<file path="src/rtl/pkvu_pkg.sv">
// Shared types and constants of the periodic knot vector update block.
// Used by pkvu_ctrl, pkvu_dp and periodic_knot_vector_update; no dependencies.
`default_nettype none

package pkvu_pkg;

    // Field widths of the streams and the configuration registers
    localparam int DEG_W  = 5;
    localparam int LAST_W = 6;
    localparam int PER_W  = 31;
    localparam int IDX_W  = 6;
    localparam int MULT_W = 6;
    localparam int VAL_W  = 32;
    localparam int CIDX_W = 2;

    // Configuration register indexes
    localparam logic [CIDX_W-1:0] CFG_DEGREE = 2'd0;
    localparam logic [CIDX_W-1:0] CFG_LAST   = 2'd1;
    localparam logic [CIDX_W-1:0] CFG_PERIOD = 2'd2;

    // Reset values of the configuration registers
    localparam logic [DEG_W-1:0]  DEG_RESET  = 5'd3;
    localparam logic [LAST_W-1:0] LAST_RESET = 6'd63;
    localparam logic [PER_W-1:0]  PER_RESET  = 31'd65536;

    // Datapath operations issued by the controller
    typedef enum logic [5:0] {
        OP_NONE,
        OP_ACCEPT,
        OP_LOAD,
        OP_REJECT,
        OP_MAP,
        OP_A_RD,
        OP_A_HIT,
        OP_A_VAL,
        OP_SCAN_DN,
        OP_M_INC,
        OP_A_CALL,
        OP_A_STEP,
        OP_ITER_CLR,
        OP_B_RD,
        OP_B_HIT,
        OP_SCAN_UP,
        OP_B_RDV,
        OP_B_CALL,
        OP_B_STEP,
        OP_C_CALL,
        OP_G0_INIT,
        OP_G_WR_UP,
        OP_G1_INIT,
        OP_G1_NEXT,
        OP_G2_INIT,
        OP_G2_NEXT,
        OP_G_WR_DN,
        OP_D_INIT,
        OP_D_WR,
        OP_E_INIT,
        OP_E_RD1,
        OP_E_RD0,
        OP_E_WR,
        OP_F_INIT,
        OP_F_RD1,
        OP_F_RD0,
        OP_F_WR,
        OP_H_JUMP,
        OP_H_RD,
        OP_H_DEC,
        OP_U_JUMP,
        OP_U_RD,
        OP_U_INC,
        OP_FIN,
        OP_PUSH
    } t_op;

    // Datapath status returned to the controller
    typedef struct packed {
        logic mode;
        logic bad;
        logic a_go;
        logic a_lt;
        logic a_scan;
        logic eq;
        logic b_go;
        logic b_gt;
        logic b_scan;
        logic g_cnt;
        logic g1_out;
        logic g1_in;
        logic g2_out;
        logic g2_in;
        logic d_diff;
        logic d_go;
        logic e_go;
        logic f_go;
        logic h_go;
        logic h_jump;
        logic h_gt;
        logic u_go;
        logic u_jump;
        logic u_le;
    } t_flags;

endpackage

`default_nettype wire

</file>
<file path="src/rtl/pkvu_ctrl.sv">
// Sequencer of the knot vector update: one-hot state machine that issues
// datapath operations and owns the stream handshakes. Depends on pkvu_pkg.
`default_nettype none

module pkvu_ctrl import pkvu_pkg::*; (
    input  wire logic   i_clk,
    input  wire logic   i_rst_n,
    input  wire logic   i_in_valid,
    output logic        o_in_ready,
    output logic        o_out_valid,
    input  wire logic   i_out_ready,
    input  wire t_flags i_flags,
    output t_op         o_op
);

    typedef enum logic [38:0] {
        S_IDLE   = 39'b1 << 0,
        S_DISP   = 39'b1 << 1,
        S_CHK    = 39'b1 << 2,
        S_A_CHK  = 39'b1 << 3,
        S_A_CMP  = 39'b1 << 4,
        S_A_VAL  = 39'b1 << 5,
        S_A_SCAN = 39'b1 << 6,
        S_A_EQ   = 39'b1 << 7,
        S_A_CALL = 39'b1 << 8,
        S_A_STEP = 39'b1 << 9,
        S_B_CHK  = 39'b1 << 10,
        S_B_CMP  = 39'b1 << 11,
        S_B_SCAN = 39'b1 << 12,
        S_B_EQ   = 39'b1 << 13,
        S_B_RDV  = 39'b1 << 14,
        S_B_CALL = 39'b1 << 15,
        S_B_STEP = 39'b1 << 16,
        S_C_CALL = 39'b1 << 17,
        S_D_CHK  = 39'b1 << 18,
        S_D_WR   = 39'b1 << 19,
        S_E_INIT = 39'b1 << 20,
        S_E_CHK  = 39'b1 << 21,
        S_E_RD   = 39'b1 << 22,
        S_E_WR   = 39'b1 << 23,
        S_F_CHK  = 39'b1 << 24,
        S_F_RD   = 39'b1 << 25,
        S_F_WR   = 39'b1 << 26,
        S_H_CHK  = 39'b1 << 27,
        S_H_CMP  = 39'b1 << 28,
        S_U_CHK  = 39'b1 << 29,
        S_U_CMP  = 39'b1 << 30,
        S_RESULT = 39'b1 << 31,
        S_DONE   = 39'b1 << 32,
        S_G0     = 39'b1 << 33,
        S_G0_WR  = 39'b1 << 34,
        S_G1     = 39'b1 << 35,
        S_G1_WR  = 39'b1 << 36,
        S_G2     = 39'b1 << 37,
        S_G2_WR  = 39'b1 << 38
    } t_state;

    t_state r_state, n_state;
    t_state r_ret, n_ret;
    logic   r_out_valid, n_out_valid;

    assign o_in_ready  = (r_state == S_IDLE);
    assign o_out_valid = r_out_valid;

    // Next state, group-write return point and operation select
    always_comb begin
        n_state     = r_state;
        n_ret       = r_ret;
        n_out_valid = r_out_valid && !i_out_ready;
        o_op        = OP_NONE;
        case (r_state)
            S_IDLE: begin
                if (i_in_valid) begin
                    o_op    = OP_ACCEPT;
                    n_state = S_DISP;
                end
            end
            S_DISP: begin
                if (i_flags.mode) begin
                    n_state = S_CHK;
                end else begin
                    o_op    = OP_LOAD;
                    n_state = S_DONE;
                end
            end
            S_CHK: begin
                if (i_flags.bad) begin
                    o_op    = OP_REJECT;
                    n_state = S_DONE;
                end else begin
                    o_op    = OP_MAP;
                    n_state = S_A_CHK;
                end
            end
            // Move lower groups while the new value sits below them
            S_A_CHK: begin
                if (i_flags.a_go) begin
                    o_op    = OP_A_RD;
                    n_state = S_A_CMP;
                end else begin
                    o_op    = OP_ITER_CLR;
                    n_state = S_B_CHK;
                end
            end
            S_A_CMP: begin
                if (i_flags.a_lt) begin
                    o_op    = OP_A_HIT;
                    n_state = S_A_VAL;
                end else begin
                    o_op    = OP_ITER_CLR;
                    n_state = S_B_CHK;
                end
            end
            S_A_VAL: begin
                o_op    = OP_A_VAL;
                n_state = S_A_SCAN;
            end
            S_A_SCAN: begin
                if (i_flags.a_scan) begin
                    o_op    = OP_SCAN_DN;
                    n_state = S_A_EQ;
                end else begin
                    n_state = S_A_CALL;
                end
            end
            S_A_EQ: begin
                if (i_flags.eq) begin
                    o_op    = OP_M_INC;
                    n_state = S_A_SCAN;
                end else begin
                    n_state = S_A_CALL;
                end
            end
            S_A_CALL: begin
                o_op    = OP_A_CALL;
                n_ret   = S_A_STEP;
                n_state = S_G0;
            end
            S_A_STEP: begin
                o_op    = OP_A_STEP;
                n_state = S_A_CHK;
            end
            // Move upper groups while the new value sits above them
            S_B_CHK: begin
                if (i_flags.b_go) begin
                    o_op    = OP_B_RD;
                    n_state = S_B_CMP;
                end else begin
                    n_state = S_C_CALL;
                end
            end
            S_B_CMP: begin
                if (i_flags.b_gt) begin
                    o_op    = OP_B_HIT;
                    n_state = S_B_SCAN;
                end else begin
                    n_state = S_C_CALL;
                end
            end
            S_B_SCAN: begin
                if (i_flags.b_scan) begin
                    o_op    = OP_SCAN_UP;
                    n_state = S_B_EQ;
                end else begin
                    n_state = S_B_RDV;
                end
            end
            S_B_EQ: begin
                if (i_flags.eq) begin
                    o_op    = OP_M_INC;
                    n_state = S_B_SCAN;
                end else begin
                    n_state = S_B_RDV;
                end
            end
            S_B_RDV: begin
                o_op    = OP_B_RDV;
                n_state = S_B_CALL;
            end
            S_B_CALL: begin
                o_op    = OP_B_CALL;
                n_ret   = S_B_STEP;
                n_state = S_G0;
            end
            S_B_STEP: begin
                o_op    = OP_B_STEP;
                n_state = S_B_CHK;
            end
            // Place the new group itself
            S_C_CALL: begin
                o_op    = OP_C_CALL;
                n_ret   = S_D_CHK;
                n_state = S_G0;
            end
            S_D_CHK: begin
                if (i_flags.d_diff) begin
                    o_op    = OP_D_INIT;
                    n_state = S_D_WR;
                end else begin
                    n_state = S_E_INIT;
                end
            end
            S_D_WR: begin
                if (i_flags.d_go) begin
                    o_op = OP_D_WR;
                end else begin
                    n_state = S_E_INIT;
                end
            end
            // Clamp downwards to a monotone vector
            S_E_INIT: begin
                o_op    = OP_E_INIT;
                n_state = S_E_CHK;
            end
            S_E_CHK: begin
                if (i_flags.e_go) begin
                    o_op    = OP_E_RD1;
                    n_state = S_E_RD;
                end else begin
                    o_op    = OP_F_INIT;
                    n_state = S_F_CHK;
                end
            end
            S_E_RD: begin
                o_op    = OP_E_RD0;
                n_state = S_E_WR;
            end
            S_E_WR: begin
                o_op    = OP_E_WR;
                n_state = S_E_CHK;
            end
            // Clamp upwards
            S_F_CHK: begin
                if (i_flags.f_go) begin
                    o_op    = OP_F_RD1;
                    n_state = S_F_RD;
                end else begin
                    n_state = S_H_CHK;
                end
            end
            S_F_RD: begin
                o_op    = OP_F_RD0;
                n_state = S_F_WR;
            end
            S_F_WR: begin
                o_op    = OP_F_WR;
                n_state = S_F_CHK;
            end
            // Search the last knot at most the value
            S_H_CHK: begin
                if (!i_flags.h_go) begin
                    n_state = S_U_CHK;
                end else if (i_flags.h_jump) begin
                    o_op = OP_H_JUMP;
                end else begin
                    o_op    = OP_H_RD;
                    n_state = S_H_CMP;
                end
            end
            S_H_CMP: begin
                if (i_flags.h_gt) begin
                    o_op    = OP_H_DEC;
                    n_state = S_H_CHK;
                end else begin
                    n_state = S_U_CHK;
                end
            end
            S_U_CHK: begin
                if (!i_flags.u_go) begin
                    n_state = S_RESULT;
                end else if (i_flags.u_jump) begin
                    o_op = OP_U_JUMP;
                end else begin
                    o_op    = OP_U_RD;
                    n_state = S_U_CMP;
                end
            end
            S_U_CMP: begin
                if (i_flags.u_le) begin
                    o_op    = OP_U_INC;
                    n_state = S_U_CHK;
                end else begin
                    n_state = S_RESULT;
                end
            end
            S_RESULT: begin
                o_op    = OP_FIN;
                n_state = S_DONE;
            end
            // Hand the result over once the output register is free
            S_DONE: begin
                if (!r_out_valid || i_out_ready) begin
                    o_op        = OP_PUSH;
                    n_out_valid = 1'b1;
                    n_state     = S_IDLE;
                end
            end
            // Group write: the group, then upper copies, then lower copies
            S_G0: begin
                o_op    = OP_G0_INIT;
                n_state = S_G0_WR;
            end
            S_G0_WR: begin
                if (i_flags.g_cnt) begin
                    o_op = OP_G_WR_UP;
                end else begin
                    o_op    = OP_G1_INIT;
                    n_state = S_G1;
                end
            end
            S_G1: begin
                if (i_flags.g1_out) begin
                    n_state = S_G1_WR;
                end else begin
                    o_op    = OP_G2_INIT;
                    n_state = S_G2;
                end
            end
            S_G1_WR: begin
                if (i_flags.g1_in) begin
                    o_op = OP_G_WR_UP;
                end else begin
                    o_op    = OP_G1_NEXT;
                    n_state = S_G1;
                end
            end
            S_G2: begin
                if (i_flags.g2_out) begin
                    n_state = S_G2_WR;
                end else begin
                    n_state = r_ret;
                end
            end
            S_G2_WR: begin
                if (i_flags.g2_in) begin
                    o_op = OP_G_WR_DN;
                end else begin
                    o_op    = OP_G2_NEXT;
                    n_state = S_G2;
                end
            end
            default: begin
                n_state = S_IDLE;
            end
        endcase
    end

    always_ff @(posedge i_clk) begin
        if (!i_rst_n) begin
            r_state     <= S_IDLE;
            r_ret       <= S_IDLE;
            r_out_valid <= 1'b0;
        end else begin
            r_state     <= n_state;
            r_ret       <= n_ret;
            r_out_valid <= n_out_valid;
        end
    end

endmodule

`default_nettype wire

</file>
<file path="config.mk">
export PLATFORM = sky130hd
export DESIGN_NAME = pkvu_ctrl
export DESIGN_NICKNAME = d
export VERILOG_FILES = /design/src/rtl/pkvu_pkg.sv /design/src/rtl/pkvu_ctrl.sv
export SDC_FILE = /design/constraint.sdc
export NUM_CORES = 1
export LEC_CHECK = 0
export ABC_CLOCK_PERIOD_IN_PS = 4200
export BUFFER_PORTS_ARGS = -buffer_cell sky130_fd_sc_hd__buf_4
export CORE_ASPECT_RATIO = 0.5
export CORE_UTILIZATION = 60
export DETAILED_ROUTE_END_ITERATION = 12
export PLACE_DENSITY = 0.87
export SLEW_MARGIN = 0
export SYNTH_ARGS = -nofsm -noshare
export SYNTH_HDL_FRONTEND = slang
export SYNTH_SLANG_ARGS = --single-unit
</file>
<file path="constraint.sdc">
create_clock -name i_clk -period 4.2 [get_ports i_clk]
set_input_delay 0 -clock i_clk [delete_from_list [all_inputs] [get_ports i_clk]]
set_output_delay 0 -clock i_clk [all_outputs]
set_load 0.01 [all_outputs]
</file>
# ---- After elaboration in Yosys (flattened, before gate mapping)
# Index checks and enable logic that the tools add are counted.
dict set report totals {
  output_inout_bits 8
  in_bits 28
  reg_bits 79
}
dict set report classes {
  n_reduce_logical 9
  n_mux 57
  n_eq_ne 47
}
# cell count
set ops {}
lappend ops {{$pmux 39 s36} 1}
lappend ops {{$mux 39} 11}
lappend ops {{$pmux 6 s37} 1}
lappend ops {{$pmux 39 s3} 1}
lappend ops {{$mux 33} 2}
lappend ops {{$mux 6} 7}
lappend ops {{$eq 39x1->1 const B} 1}
lappend ops {{$eq 39x10->1 const B} 1}
lappend ops {{$eq 39x11->1 const B} 1}
lappend ops {{$eq 39x12->1 const B} 1}
lappend ops {{$eq 39x13->1 const B} 1}
lappend ops {{$eq 39x14->1 const B} 1}
lappend ops {{$eq 39x15->1 const B} 1}
lappend ops {{$eq 39x16->1 const B} 1}
lappend ops {{$eq 39x17->1 const B} 1}
lappend ops {{$eq 39x18->1 const B} 1}
lappend ops {{$eq 39x19->1 const B} 1}
lappend ops {{$eq 39x2->1 const B} 1}
lappend ops {{$eq 39x20->1 const B} 1}
lappend ops {{$eq 39x21->1 const B} 1}
lappend ops {{$eq 39x22->1 const B} 1}
lappend ops {{$eq 39x23->1 const B} 1}
lappend ops {{$eq 39x24->1 const B} 1}
lappend ops {{$eq 39x25->1 const B} 1}
lappend ops {{other kinds (45)} 72}

# ---- Depth between registers and ports, before layout
dict set report logic_depth {
  word_depth 4
  mapped_depth 11
  mapped_depth_nobuf 8
}

# ---- Worst setup path before layout
# No wires, ideal clock.
dict set report synth_path {
  kind {register to register}
  startpoint {reg r_state[4]}
  endpoint {reg r_state[20]}
  path_slack_ns 1.519
  path_buffers 3
  setup_time_ns 0.125
  t_arrival_ns 2.556
  path_stages_with_launch 11
  path_cell_list {dfxtp_1 buf_2 or4_4 nor4_4 nand4_1 or3b_1 nor2_2 or4_1 buf_4 buf_6 nor3_1}
}
dict set report synth_between {
  elab_chain_cells 3
}
# element line
set synth_lines {}
lappend synth_lines {{start: declaration} pkvu_ctrl.sv:58} ;# t_state r_state, n_state;
lappend synth_lines {{start signal: assignment} pkvu_ctrl.sv:354} ;# r_state <= n_state;
lappend synth_lines {{$eq 39x18->1, or another cell as far along} pkvu_ctrl.sv:71} ;# case (r_state)
lappend synth_lines {{$reduce_or 3->1 (no source line), or another cell as far along} n/a}
lappend synth_lines {{$pmux 39 s36 or $reduce_and 8->1 (tied branches)} n/a}
# Parallel ways exist; a longest one is shown, timed or not.
# A chain may end at the register's enable or synchronous reset.

# ---- Worst setup path after layout
dict set report layout_path {
  startpoint {reg r_state[10]}
  endpoint {reg r_state[6]}
}
# Same word-level chain as after synthesis.

==> out/metrics.yaml <==
worstReg2RegEnd: "r_state[6]"
cp_common_cell: "nand3_1"
antenna_found_initial: 0
power_per_cell_area_nw_per_um2: 280.7
syn-num-nets: 423
cts.clk_slew.worst_paths_ns: 0.10
nNetsFinal: 458
max_slew.worst_pin.slew_ns: 0.8644
initial_core_util_pct: 65.57
yosysTopAreaCellShare_pct: 29.10
drt_iter0_drc: 494
critPathLaunchType: "flop"
stdcell_count: 497
r2r_setup_slack_ns: 0.31
final_antenna_net_count: 0
io_pins: 36
grt_pass1_wl_um: 15280
r2r_cells: 8
drv_cap: 0
ys_async_sr_fraction_pct: 0
grt_max_degree: 16
required_ns: 4.38
synthMuxAreaShare_pct: 1.033
critPathMaxFanout: 15
placement.setup.worst_slack_ns: 0.4214
slew_headroom_pct: 41.84
synth_seq_cells: 44
setup_viol: 0
finalCritPeriodShare_pct: 92.58
track_usage_pct: 38.53
n_fill_cell: 354
endpoint_kind: "flop"
die_w_um: 102.4
vias_per_cell: 7.105
crit_arrival_ns: 4.07
cp_cell_sequence: "nor4_2, nand3_1, nor3_1, nand3_1, o22ai_1, or4_1, buf_4, nor4_1"
final_cell_mix: "47 x nor2_1, 44 x dfxtp_1, 41 x buf_4"
timing.final.crit_period_ns: 3.889
final_util_pct: 76.42
wl_per_cell_um: 20.16
tns_ns: 0
synth_largest_area_cell: "dfxtp_1"
placedCellCount: 480
fin_ws_ns: 0.3115
synth-simple-area-share_pct: 48.41
synth_seq_area_share_pct: 29.10
io_buffers: 35
synth_fa_ha_area_share_pct: 0
dieArea_um2: 5350
synth_warnings: 0
cts-root-buf: "clkbuf_8"
routed_wl_um: 10020
syn_avg_cell_area_um2: 7.662
synth_compound_area_share_pct: 14.30
fmax_ghz: 0.2572
path_class: "reg -> reg"
htreeDepth: 2
rsz0062_at_grt: "false"
clockBufferDepth: 2
diodes: 0
irDropWorstVdd_mv: 0.1387
netlist_instances: 395
cts_made_buffers: 5
clock_sink_count: 44
gr-total-overflow: 0
dp_hpwl_um: 7569
worst_hold_path_type: "in -> reg"
status: "complete, no violations"
leakage_nw: 1.360
grt_pass1_vias: 3051
die_height_um: 52.22
post_cts_buffers: 0
hold_start: "i_flags[6]"
synth_top_family_by_area: "simple AND/OR/NAND/NOR gates"
num_rows: 17
report.final.slew_viol_count: 0
vias: 3531
hold_viol_final: 0
r2r_start: "r_state[10]"
seq_area_um2: 880.8
crit_path_max_incr_delay_ns: 0.66
min_path_cells: 3
area_delta_synth_final_pct: 16.54
cp_slowest_cell: "nor3_1"
clk_latency_ns: 0.30
dr.pass1.iters: 7
layout_commonest_cell: "nor2_1"
syn_area_um2: 3027
tritoncts: "done"
core-area_um2: 4616
multi_input_area_um2: 2014
ys_types: 62
synth-xor-area-share_pct: 2.604
drc: 0
min_to: "r_state[25]"
ys.flop_type: "dfxtp_1"
gp_congestion: 0.9948
synth_edf_count: 0
finClkSkew_ns: 0.01318
final_layout_size_suffix_gt1_share_pct: 13.92
synth_area_leaders: "dfxtp_1 29%, nor4_1 6.0%, nor2_1 5.8%"
[worst max-delay path by stage]
stage                              to  slack (ns)   startpoint
after floorplan           r_state[20]        1.52   r_state[4]
after global placement    r_state[17]        0.72   r_state[8]
after detailed placement  r_state[17]        0.42   r_state[9]
after CTS                 r_state[13]        0.37   r_state[8]
after global routing       r_state[8]        0.09  r_state[10]
final                      r_state[6]        0.31  r_state[10]
[cell usage after synthesis, types with 3 or more instances]
cell,instances
nand4_1,19
inv_1,8
and2_1,4
nand2b_1,11
or4_1,15
nand2_1,21
xor2_1,5
nor2_1,47
clkbuf_1,14
nand3b_1,6
nor4b_1,12
nor3_1,22
xnor2_1,4
nor4_1,29
a31oi_1,4
buf_2,5
o211ai_1,4
nand3_1,18
o21ai_0,6
dfxtp_1,44
o2111ai_1,3
nand4b_1,3
nor2b_1,16
a21oi_1,13
and3_1,6
nor3b_1,4
or3_1,4
[metal layers]
metal	track usage, %	share of wire (%)	vias to the layer above
met2	59.67	43	240
met5	0	0	-
met4	7.619	1.5	0
met1	54.11	43	1671
li1	-	-	1596
met3	9.867	13	24
[critical path, delay by kind of cell, from the launching register on]
family	cells	cell delay [ns]
buffers and inverters	1	0.31
flip-flops	1	0.40
AO/OA/AOI/OAI	1	0.34
AND/OR/NAND/NOR	6	2.70
[final cells by class]
cell class / instances / area share, %
clock buffer: 6 / 2.341
sequential: 44 / 24.97
inverter: 8 / 0.8514
multi-input combinational: 321 / 57.11
clock inverter: 2 / 1.100
timing repair buffer: 50 / 11.28
tap: 66 / 2.341
[kinds of logic (layout without fill, tap and decap cells)]
| group | after synthesis | in the layout |
|---|---|---|
| multiplexers | 3 | 3 |
| AO/OA/AOI/OAI | 60 | 60 |
| AND/OR/NAND/NOR | 249 | 249 |
| flip-flops | 44 | 44 |
| buffers and inverters | 30 | 66 |
| XOR/XNOR | 9 | 9 |
[registers in the layout (all words and copies together) (netlist names)]
signal       count
r_state         39
o_out_valid      1
r_ret            4
[report_power, final]
group	switching [mW]	internal [mW]	leakage, nW
Sequential	0.00821	0.422	0.355
Clock	0.158	0.195	0.0614
Combinational	0.127	0.0805	0.944
[timing repair]
action / 4_1_cts / 5_1_grt
gates resized for setup: 0 / 1
hold buffers: 8 / 1
endpoints found under the setup margin: 0 / 15
endpoints found under the hold margin: 10 / 1
[per-stage QoR]
stage / power (mW) / area (um^2) / hold slack [ns]
global route: 1.019 / 3527 / 0.01239
global placement: 0.6251 / 3309 / 0.2433
floorplan: 0.5551 / 3027 / 0.1192
finish: 0.9899 / 3527 / 0.01047
CTS: 0.9794 / 3511 / 0.002394
detailed placement: 0.6296 / 3309 / 0.2597
Power figures use the tool's default switching activity.
